--- src/rtl/bcpb_pkg.sv ---
package bcpb_pkg;

    // Field widths fixed by the stream format
    localparam int CELL_W  = 16;
    localparam int FACE_W  = 3;
    localparam int NBR_W   = 17;
    localparam int NUM_NBR = 6;
    localparam int POS_W   = 21;
    localparam int KIND_W  = 2;
    localparam int CFG_W   = 2;

    typedef logic [NBR_W-1:0]  t_nbr;
    typedef logic [CELL_W-1:0] t_cell;
    typedef logic [POS_W-1:0]  t_word;
    typedef logic [KIND_W-1:0] t_kind;

    // Result kinds
    localparam t_kind KIND_ROWPTR = 2'd0;
    localparam t_kind KIND_COLIDX = 2'd1;
    localparam t_kind KIND_TOTAL  = 2'd2;

    // Controller -> datapath commands
    typedef struct packed {
        logic  load;     // capture accepted item, seed list with own cell
        logic  insert;   // insert selected neighbor into sorted list
        logic  push;     // write one result into the output register
        t_kind kind;
        logic  blk_row;  // block row j
        logic  blk_col;  // block column l
        logic  last;     // last result of this item
    } t_dp_cmd;

    // Datapath -> controller status
    typedef struct packed {
        logic              space;      // output register can take a result
        logic              b2;         // two blocks per dimension
        logic              last_cell;
        logic [FACE_W-1:0] faces;      // saturated face count
    } t_dp_sts;

endpackage

--- src/rtl/bcpb_ctrl.sv ---
module bcpb_ctrl
    import bcpb_pkg::*;
#(
    parameter int IDX_W = 3,
    parameter int CNT_W = 3
) (
    input  logic              i_clk,
    input  logic              i_rst_n,
    input  logic              i_in_fire,
    input  t_dp_sts           i_sts,
    input  logic [CNT_W-1:0]  i_col_count,
    output logic              o_idle,
    output t_dp_cmd           o_cmd,
    output logic [FACE_W-1:0] o_face_sel,
    output logic [IDX_W-1:0]  o_col_sel
);

    localparam logic [2:0] ST_IDLE = 3'd0;
    localparam logic [2:0] ST_SORT = 3'd1;
    localparam logic [2:0] ST_ROW  = 3'd2;
    localparam logic [2:0] ST_COL  = 3'd3;
    localparam logic [2:0] ST_FIN  = 3'd4;

    logic [2:0]        r_state, n_state;
    logic [FACE_W-1:0] r_face,  n_face;
    logic [IDX_W-1:0]  r_i,     n_i;
    logic              r_j,     n_j;
    logic              r_l,     n_l;
    logic              l_end;
    logic              i_end;

    assign o_idle     = (r_state == ST_IDLE);
    assign o_face_sel = r_face;
    assign o_col_sel  = r_i;

    assign l_end = !i_sts.b2 || r_l;
    assign i_end = ((CNT_W'(r_i) + CNT_W'(1)) == i_col_count);

    always_comb begin
        n_state = r_state;
        n_face  = r_face;
        n_i     = r_i;
        n_j     = r_j;
        n_l     = r_l;
        o_cmd   = '0;
        unique case (r_state)
            ST_IDLE: begin
                if (i_in_fire) begin
                    o_cmd.load = 1'b1;
                    n_face     = '0;
                    n_j        = 1'b0;
                    n_state    = ST_SORT;
                end
            end
            ST_SORT: begin
                if (r_face == i_sts.faces) begin
                    n_state = ST_ROW;
                end else begin
                    o_cmd.insert = 1'b1;
                    n_face       = r_face + FACE_W'(1);
                end
            end
            ST_ROW: begin
                if (i_sts.space) begin
                    o_cmd.push    = 1'b1;
                    o_cmd.kind    = KIND_ROWPTR;
                    o_cmd.blk_row = r_j;
                    n_i           = '0;
                    n_l           = 1'b0;
                    n_state       = ST_COL;
                end
            end
            ST_COL: begin
                if (i_sts.space) begin
                    o_cmd.push    = 1'b1;
                    o_cmd.kind    = KIND_COLIDX;
                    o_cmd.blk_col = r_l;
                    if (l_end) begin
                        n_l = 1'b0;
                        if (i_end) begin
                            if (i_sts.b2 && !r_j) begin
                                n_j     = 1'b1;
                                n_state = ST_ROW;
                            end else if (i_sts.last_cell) begin
                                n_state = ST_FIN;
                            end else begin
                                o_cmd.last = 1'b1;
                                n_state    = ST_IDLE;
                            end
                        end else begin
                            n_i = r_i + IDX_W'(1);
                        end
                    end else begin
                        n_l = 1'b1;
                    end
                end
            end
            ST_FIN: begin
                if (i_sts.space) begin
                    o_cmd.push = 1'b1;
                    o_cmd.kind = KIND_TOTAL;
                    o_cmd.last = 1'b1;
                    n_state    = ST_IDLE;
                end
            end
            default: begin
                n_state = ST_IDLE;
            end
        endcase
    end

    always_ff @(posedge i_clk) begin
        if (!i_rst_n) begin
            r_state <= ST_IDLE;
            r_face  <= '0;
            r_i     <= '0;
            r_j     <= 1'b0;
            r_l     <= 1'b0;
        end else begin
            r_state <= n_state;
            r_face  <= n_face;
            r_i     <= n_i;
            r_j     <= n_j;
            r_l     <= n_l;
        end
    end

endmodule

--- src/rtl/bcpb_dp.sv ---
module bcpb_dp
    import bcpb_pkg::*;
#(
    parameter int MAX_FACES = 6,
    parameter int MAX_CELLS = 65536,
    parameter int NSLOTS    = 7,
    parameter int IDX_W     = 3,
    parameter int CNT_W     = 3
) (
    input  logic              i_clk,
    input  logic              i_rst_n,
    input  logic              i_cfg_we,
    input  logic [CFG_W-1:0]  i_cfg_wdata,
    input  t_cell             i_cell,
    input  logic [FACE_W-1:0] i_faces,
    input  t_nbr              i_nbr [NUM_NBR],
    input  logic              i_last_cell,
    input  t_dp_cmd           i_cmd,
    input  logic [FACE_W-1:0] i_face_sel,
    input  logic [IDX_W-1:0]  i_col_sel,
    input  logic              i_out_ready,
    output t_dp_sts           o_sts,
    output logic [CNT_W-1:0]  o_col_count,
    output logic              o_out_valid,
    output t_kind             o_out_kind,
    output t_word             o_out_pos,
    output t_word             o_out_val,
    output logic              o_out_last
);

    localparam logic [NBR_W-1:0]  NB_LIMIT = NBR_W'(MAX_CELLS);
    localparam logic [FACE_W-1:0] FACE_MAX = FACE_W'(MAX_FACES);

    logic [CFG_W-1:0]  r_cfg;
    t_word             r_offset;
    t_cell             r_cell;
    logic [FACE_W-1:0] r_faces;
    logic              r_last_cell;
    t_nbr              r_nbr [NUM_NBR];
    t_cell             r_cols [NSLOTS];
    logic [CNT_W-1:0]  r_cnt;

    logic              r_valid;
    t_kind             r_kind;
    t_word             r_pos;
    t_word             r_val;
    logic              r_last;

    logic              b2;
    logic              space;
    t_nbr              nb;
    logic              nb_ok;
    logic [NSLOTS-1:0] keep;
    t_cell             ins_cols [NSLOTS];
    t_cell             col;
    t_word             n_pos;
    t_word             n_val;

    // blocks 0 and 1 act as one, 3 saturates to 2
    assign b2    = r_cfg[1];
    assign space = !r_valid || i_out_ready;

    assign o_sts.space     = space;
    assign o_sts.b2        = b2;
    assign o_sts.last_cell = r_last_cell;
    assign o_sts.faces     = r_faces;
    assign o_col_count     = r_cnt;

    // parallel insertion: entries above the new value move up one slot
    assign nb    = r_nbr[i_face_sel];
    assign nb_ok = !nb[NBR_W-1] && (nb < NB_LIMIT);

    always_comb begin
        for (int k = 0; k < NSLOTS; k++) begin
            keep[k] = (CNT_W'(k) < r_cnt) && !(r_cols[k] > nb[CELL_W-1:0]);
        end
        ins_cols[0] = keep[0] ? r_cols[0] : nb[CELL_W-1:0];
        for (int k = 1; k < NSLOTS; k++) begin
            if (keep[k]) begin
                ins_cols[k] = r_cols[k];
            end else if (keep[k-1]) begin
                ins_cols[k] = nb[CELL_W-1:0];
            end else begin
                ins_cols[k] = r_cols[k-1];
            end
        end
    end

    assign col = r_cols[i_col_sel];

    always_comb begin
        case (i_cmd.kind)
            KIND_ROWPTR: begin
                n_pos = b2 ? POS_W'({r_cell, i_cmd.blk_row}) : POS_W'(r_cell);
                n_val = r_offset;
            end
            KIND_COLIDX: begin
                n_pos = r_offset;
                n_val = b2 ? POS_W'({col, i_cmd.blk_col}) : POS_W'(col);
            end
            KIND_TOTAL: begin
                n_pos = b2 ? POS_W'({{1'b0, r_cell} + 17'd1, 1'b0})
                           : POS_W'({1'b0, r_cell} + 17'd1);
                n_val = r_offset;
            end
            default: begin
                n_pos = '0;
                n_val = '0;
            end
        endcase
    end

    always_ff @(posedge i_clk) begin
        if (!i_rst_n) begin
            r_cfg    <= CFG_W'(1);
            r_offset <= '0;
            r_cnt    <= '0;
            r_valid  <= 1'b0;
        end else begin
            if (i_cfg_we) begin
                r_cfg <= i_cfg_wdata;
            end
            if (i_cmd.load) begin
                r_cnt <= CNT_W'(1);
            end else if (i_cmd.insert && nb_ok) begin
                r_cnt <= r_cnt + CNT_W'(1);
            end
            if (i_cmd.push && i_cmd.kind == KIND_COLIDX) begin
                r_offset <= r_offset + POS_W'(1);
            end else if (i_cmd.push && i_cmd.kind == KIND_TOTAL) begin
                r_offset <= '0;
            end
            if (i_cmd.push) begin
                r_valid <= 1'b1;
            end else if (i_out_ready) begin
                r_valid <= 1'b0;
            end
        end
    end

    always_ff @(posedge i_clk) begin
        if (i_cmd.load) begin
            r_cell      <= i_cell;
            r_faces     <= (i_faces > FACE_MAX) ? FACE_MAX : i_faces;
            r_last_cell <= i_last_cell;
            r_nbr       <= i_nbr;
            r_cols[0]   <= i_cell;
        end else if (i_cmd.insert && nb_ok) begin
            r_cols <= ins_cols;
        end
        if (i_cmd.push) begin
            r_kind <= i_cmd.kind;
            r_pos  <= n_pos;
            r_val  <= n_val;
            r_last <= i_cmd.last;
        end
    end

    assign o_out_valid = r_valid;
    assign o_out_kind  = r_kind;
    assign o_out_pos   = r_pos;
    assign o_out_val   = r_val;
    assign o_out_last  = r_last;

endmodule

--- src/rtl/block_csr_pattern_builder_unit.sv ---
// Channel   Dir  Signals                       Contents
// s_axis    in   tvalid tready tdata tlast     one mesh cell, tlast = last cell
// m_axis    out  tvalid tready tdata tuser tlast  one CSR entry, tlast = last of cell
// cfg       in   i_cfg_wr_en i_cfg_wr_data      blocks per dimension
//
// Flow: one item is accepted in idle, then one insertion step per face (F =
//   saturated face count) through the sorted list, then R results (B*(1+N*B), plus
//   a final total after the last cell), one result per cycle while not stalled.
// A new item is taken only in idle; the output register may still hold the last
//   result of the previous item while the next one is accepted.
// Reset: synchronous, active low; clears state machine, offset, blocks = 1.
// Stalls: m_axis_tready low holds the output register and freezes emission.
module block_csr_pattern_builder_unit
    import bcpb_pkg::*;
#(
    parameter int MAX_FACES = 6,
    parameter int MAX_CELLS = 65536
) (
    input  logic         i_clk,
    input  logic         i_rst_n,
    // config write, no read-back
    input  logic         i_cfg_wr_en,
    input  logic [1:0]   i_cfg_wr_data,
    // input items
    input  logic         s_axis_tvalid,
    output logic         s_axis_tready,
    // [15:0] cell_index, [18:16] face_count, [35:19] neighbor_0,
    // [52:36] neighbor_1, [69:53] neighbor_2, [86:70] neighbor_3,
    // [103:87] neighbor_4, [120:104] neighbor_5, [127:121] zero
    input  logic [127:0] s_axis_tdata,
    input  logic         s_axis_tlast,   // last_cell
    // result items
    output logic         m_axis_tvalid,
    input  logic         m_axis_tready,
    // [20:0] position, [41:21] value, [47:42] zero
    output logic [47:0]  m_axis_tdata,
    output logic [1:0]   m_axis_tuser,   // [1:0] entry_kind
    output logic         m_axis_tlast    // last result of the item
);

    // sorted list holds the cell itself plus up to MAX_FACES neighbors
    localparam int NSLOTS = MAX_FACES + 1;
    localparam int IDX_W  = $clog2(NSLOTS);
    localparam int CNT_W  = $clog2(NSLOTS + 1);

    localparam int NBR_LO = CELL_W + FACE_W;

    logic              in_fire;
    logic              idle;
    t_dp_cmd           cmd;
    t_dp_sts           sts;
    logic [FACE_W-1:0] face_sel;
    logic [IDX_W-1:0]  col_sel;
    logic [CNT_W-1:0]  col_count;
    t_nbr              nbr [NUM_NBR];
    t_word             out_pos;
    t_word             out_val;

    assign in_fire       = s_axis_tvalid && s_axis_tready;
    assign s_axis_tready = idle;

    always_comb begin
        for (int k = 0; k < NUM_NBR; k++) begin
            nbr[k] = s_axis_tdata[NBR_LO + k*NBR_W +: NBR_W];
        end
    end

    bcpb_ctrl #(
        .IDX_W (IDX_W),
        .CNT_W (CNT_W)
    ) u_ctrl (
        .i_clk       (i_clk),
        .i_rst_n     (i_rst_n),
        .i_in_fire   (in_fire),
        .i_sts       (sts),
        .i_col_count (col_count),
        .o_idle      (idle),
        .o_cmd       (cmd),
        .o_face_sel  (face_sel),
        .o_col_sel   (col_sel)
    );

    bcpb_dp #(
        .MAX_FACES (MAX_FACES),
        .MAX_CELLS (MAX_CELLS),
        .NSLOTS    (NSLOTS),
        .IDX_W     (IDX_W),
        .CNT_W     (CNT_W)
    ) u_dp (
        .i_clk       (i_clk),
        .i_rst_n     (i_rst_n),
        .i_cfg_we    (i_cfg_wr_en),
        .i_cfg_wdata (i_cfg_wr_data),
        .i_cell      (s_axis_tdata[CELL_W-1:0]),
        .i_faces     (s_axis_tdata[CELL_W +: FACE_W]),
        .i_nbr       (nbr),
        .i_last_cell (s_axis_tlast),
        .i_cmd       (cmd),
        .i_face_sel  (face_sel),
        .i_col_sel   (col_sel),
        .i_out_ready (m_axis_tready),
        .o_sts       (sts),
        .o_col_count (col_count),
        .o_out_valid (m_axis_tvalid),
        .o_out_kind  (m_axis_tuser),
        .o_out_pos   (out_pos),
        .o_out_val   (out_val),
        .o_out_last  (m_axis_tlast)
    );

    assign m_axis_tdata = {6'd0, out_val, out_pos};

    // one item at a time: accepting drops ready on the next cycle
    a_one_item: assert property (@(posedge i_clk) disable iff (!i_rst_n)
        in_fire |=> !s_axis_tready)
        else $error("input accepted while previous item in flight");

    // the final total always closes the item
    a_total_last: assert property (@(posedge i_clk) disable iff (!i_rst_n)
        (m_axis_tvalid && m_axis_tuser == KIND_TOTAL) |-> m_axis_tlast)
        else $error("final total without tlast");

    // a row pointer is never the last result of an item
    a_rowptr_not_last: assert property (@(posedge i_clk) disable iff (!i_rst_n)
        (m_axis_tvalid && m_axis_tuser == KIND_ROWPTR) |-> !m_axis_tlast)
        else $error("row pointer flagged last");

    // no push while the output register is full and stalled
    a_no_overwrite: assert property (@(posedge i_clk) disable iff (!i_rst_n)
        (m_axis_tvalid && !m_axis_tready) |-> !cmd.push)
        else $error("result pushed into stalled output register");

endmodule
--- config.mk ---
export PLATFORM = sky130hd
export DESIGN_NAME = block_csr_pattern_builder_unit
export DESIGN_NICKNAME = d
export VERILOG_FILES = /design/src/rtl/bcpb_pkg.sv /design/src/rtl/bcpb_ctrl.sv /design/src/rtl/bcpb_dp.sv /design/src/rtl/block_csr_pattern_builder_unit.sv
export SDC_FILE = /design/constraint.sdc
export NUM_CORES = 1
export LEC_CHECK = 0
export BUFFER_PORTS_ARGS = -buffer_cell sky130_fd_sc_hd__buf_2
export CORE_MARGIN = 1
export CORE_UTILIZATION = 45
export DETAILED_ROUTE_END_ITERATION = 7
export SLEW_MARGIN = 20
export SYNTH_ARGS = -nofsm -noshare
export SYNTH_HDL_FRONTEND = slang
export SYNTH_SLANG_ARGS = --single-unit
--- constraint.sdc ---
create_clock -name i_clk -period 9.3 [get_ports i_clk]
set_clock_uncertainty 0.05 [all_clocks]
set_input_delay 0.465 -clock i_clk [delete_from_list [all_inputs] [get_ports i_clk]]
set_output_delay 0.465 -clock i_clk [all_outputs]
set_load 0.01 [all_outputs]
==> out/qor.txt <==
Mapped cell area: 17,360 um^2
Initial DRC count: 768
Crit path kind: reg2reg
CP most frequent cell: buf_4
Hold Buf Count CTS: 0
Via density: 5.712
Cell Area, Placed: 18,800 um^2
Post-layout min period: 5055 ps
Die area: 39,360 um^2
Drt drc: 0
Post-DP HPWL: 32,890 um
DR WL/cell: 21.07 um
Fillers: 3,307
Post-synth EDFFs: 279
Peak VDD IR: 0.0001746 V
Synth top area share: 0.4827
IO Port Bufs: 174
RSZ-0062 raised after global routing: no
Slowest cell delay on critical path: 820 ps
Worst EP required: 9410 ps
Final core occ: 0.5310
CTS tree: yes
Worst slew pin tran: 1094 ps
Core ar.: 37,840 um^2
Power density cells: 200.4 nW/um^2
Syn avg cell area: 12.50 um^2
Post-synthesis sequential area ratio: 0.5254
Total global-route track usage: 0.2302
GP Congestion: 0.8950
Vias in the first global route: 11,870
Final Cycle Share: 0.5435
Hold Crit Class: in2reg
Setup violations, final: 0
Synth area leader: edfxtp_1
DRT Pass-1 Iters: 5
Ys Warns: 0
Max Clk Rate: 197.8 MHz
Crit end category: flip-flop
FFs w/ async S/R, synth: 0
Synth area leaders: edfxtp_1 (48%), ha_1 (8.4%), mux2_2 (6.3%)
Grt ovf: 0
DRT antenna net count: 0
First-pass GRT wire length: 68,010 um
Setup bufs post-CTS: 0
Initial antenna violation count: 4
Hold Slack: 47.37 ps
Routed wire length: 44,440 um
Clock sink total: 316
Yosys cell types: 79
Crit path launch type: flip-flop
Kind of cell adding the most delay to the critical path: simple AND/OR/NAND/NOR gates
Leak pwr: 7.436 nW
CP Cell Sequence: buf_4, mux4_2, inv_1, o22ai_1, buf_4, inv_1, ha_1, nand4_1, or4_4, a21oi_1, or3b_2, o31ai_4, buf_4, nor2_2
Clock buffer depth: 3
Run status: finished, final reports clean
Row cnt: 71
Synth Flop Type: edfxtp_1
Largest net degree at the start of global routing: 62
CP max-delay cell: nor2_2
#FFs+latches synth: 316
Nets: 1,821
H-tree Lvls: 2
Initial Util: 0.4586
Worst path bufs/invs: 5
Post-route cell area: 20,090 um^2
Clk pin slew, worst setup/hold paths: 60 ps
Setup TNS Final: 0 ps
Largest fanout on the critical path: 37
Pins Over Slew Limit: 0
Num ports: 189
Gate Count Post-Synth: 1,389
P&R area growth vs syn: 15.77%
Most frequent cells in the layout: edfxtp_1 (279), buf_2 (174), nand2_1 (123)
Chip Width: 198.4 um
Chip height: 198.4 um
Vias after detailed routing: 12,050
Worst EP arrival: 5160 ps
Clk root buf: clkbuf_16
Final hold vios: 0
Commonest non-fill, non-tap cell in the layout: edfxtp_1
Layout cells sized above 1: 0.2757
Worst skew pair latency: 550 ps
Slew HR: 0.2705
CTS Buf Count: 37
Max Cap Viol: 0
# resized after CTS: 0
==> cell usage after synthesis, types with 3 or more instances <==
library cell / instances
mux4_2: 33
o22ai_1: 17
and3_1: 12
buf_6: 3
o21ai_1: 4
a211oi_1: 15
nor2b_1: 13
nand2b_1: 7
nand2_1: 123
a21boi_0: 4
a21oi_1: 70
nor3_1: 20
a221o_1: 9
nand4b_1: 3
a221oi_1: 3
nand4_1: 28
nor2_1: 61
nor3b_1: 4
o211ai_1: 23
buf_4: 13
nand3_1: 26
a31oi_1: 5
dfxtp_1: 37
nand3b_1: 3
xnor2_1: 6
buf_2: 20
o21ai_0: 78
a22o_1: 5
nor4_1: 7
clkbuf_1: 37
a2111oi_0: 4
and2_1: 11
mux2_4: 18
ha_1: 117
mux2_2: 97
inv_1: 52
o221ai_1: 3
a22oi_1: 3
a21o_1: 12
xor2_1: 9
edfxtp_1: 279
mux2i_1: 43
==> registers in the layout, indices dropped and copies added, names as in the netlist, 2 cells and up <==
name / cells
u_dp.o_out_kind: 2
u_dp.o_out_val: 21
u_dp.r_cell: 16
u_ctrl.o_col_sel: 3
u_dp.o_out_pos: 21
u_dp.r_nbr: 102
u_ctrl.o_face_sel: 3
u_dp.r_faces: 3
u_ctrl.r_state: 3
u_dp.r_offset: 21
u_dp.o_col_count: 3
u_dp.r_cols: 112
==> kinds of logic (layout without fill, tap and decap cells) <==
family,after synthesis,count (layout),synth area share
AOI/OAI and AO/OA,285,285,0.1070
xor gates and xnor gates,16,16,0.008939
adders and majority gates,117,117,0.08434
buffers and inverters,130,332,0.03467
DFF,316,316,0.5254
muxes,191,191,0.1461
other,1,8,0.0002161
and+or+nand+nor,333,333,0.09335
==> power breakdown <==
part / switching [mW] / total (mW) / internal, mW
sequential: 0.0770 / 1.78 / 1.70
clock: 0.586 / 1.55 / 0.960
combinational: 0.415 / 0.703 / 0.288
==> worst paths after layout <==
| check | startpoint | endpoint | slack [ps] | cells past startpoint |
|---|---|---|---|---|
| hold / removal | s_axis_tdata[80] | u_dp.r_nbr[44]$_DFFE_PP_ | 50 | 1 |
| hold reg to reg | u_ctrl.o_col_sel[1]$_SDFFE_PN0P_ | u_ctrl.o_col_sel[1]$_SDFFE_PN0P_ | 420 | 2 |
| setup / recovery | u_ctrl.o_face_sel[0]$_SDFFE_PN0P_ | u_dp.r_cols[20]$_DFFE_PP_ | 4250 | 14 |
| setup reg to reg | u_ctrl.o_face_sel[0]$_SDFFE_PN0P_ | u_dp.r_cols[20]$_DFFE_PP_ | 4250 | 14 |
==> worst register-to-register path: cells and delay by family, from the launching register on <==
| family | cells | cell delay (ps) |
|---|---|---|
| DFF | 1 | 310 |
| muxes | 1 | 610 |
| adders and majority gates | 1 | 220 |
| buffers and inverters | 5 | 1400 |
| AOI/OAI and AO/OA | 3 | 340 |
| and+or+nand+nor | 4 | 1740 |
==> cell type report <==
type,count,area (um^2),area share
Sequential cell,316,9123,0.4540
Multi-Input combinational cell,948,7671,0.3818
Timing Repair Buffer,212,1169,0.05816
Clock buffer,45,998.5,0.04969
Tap cell,511,639.4,0.03182
Clock inverter,22,290.3,0.01445
Inverter,53,198.9,0.009900
Antenna cell,2,5.005,0.0002491
==> layer usage <==
| metal | vias up | part of all wire | global-route usage |
|---|---|---|---|
| met5 | - | 0.00061 | 0 |
| li1 | 5709 | - | - |
| met1 | 5864 | 0.46 | 0.3217 |
| met2 | 392 | 0.45 | 0.3621 |
| met4 | 4 | 0.025 | 0.06718 |
| met3 | 78 | 0.059 | 0.04612 |
==> metrics by stage <==
step | total power [mW] | setup WS, ps | instances
floorplan | 2.254 | 3857 | 1394
global placement | 2.486 | 4268 | 2039
detailed placement | 2.509 | 4228 | 2040
CTS | 4.055 | 4216 | 2107
global route | 4.195 | 4010 | 2108
finish | 4.028 | 4245 | 2109
Power figures use the tool's default switching activity.
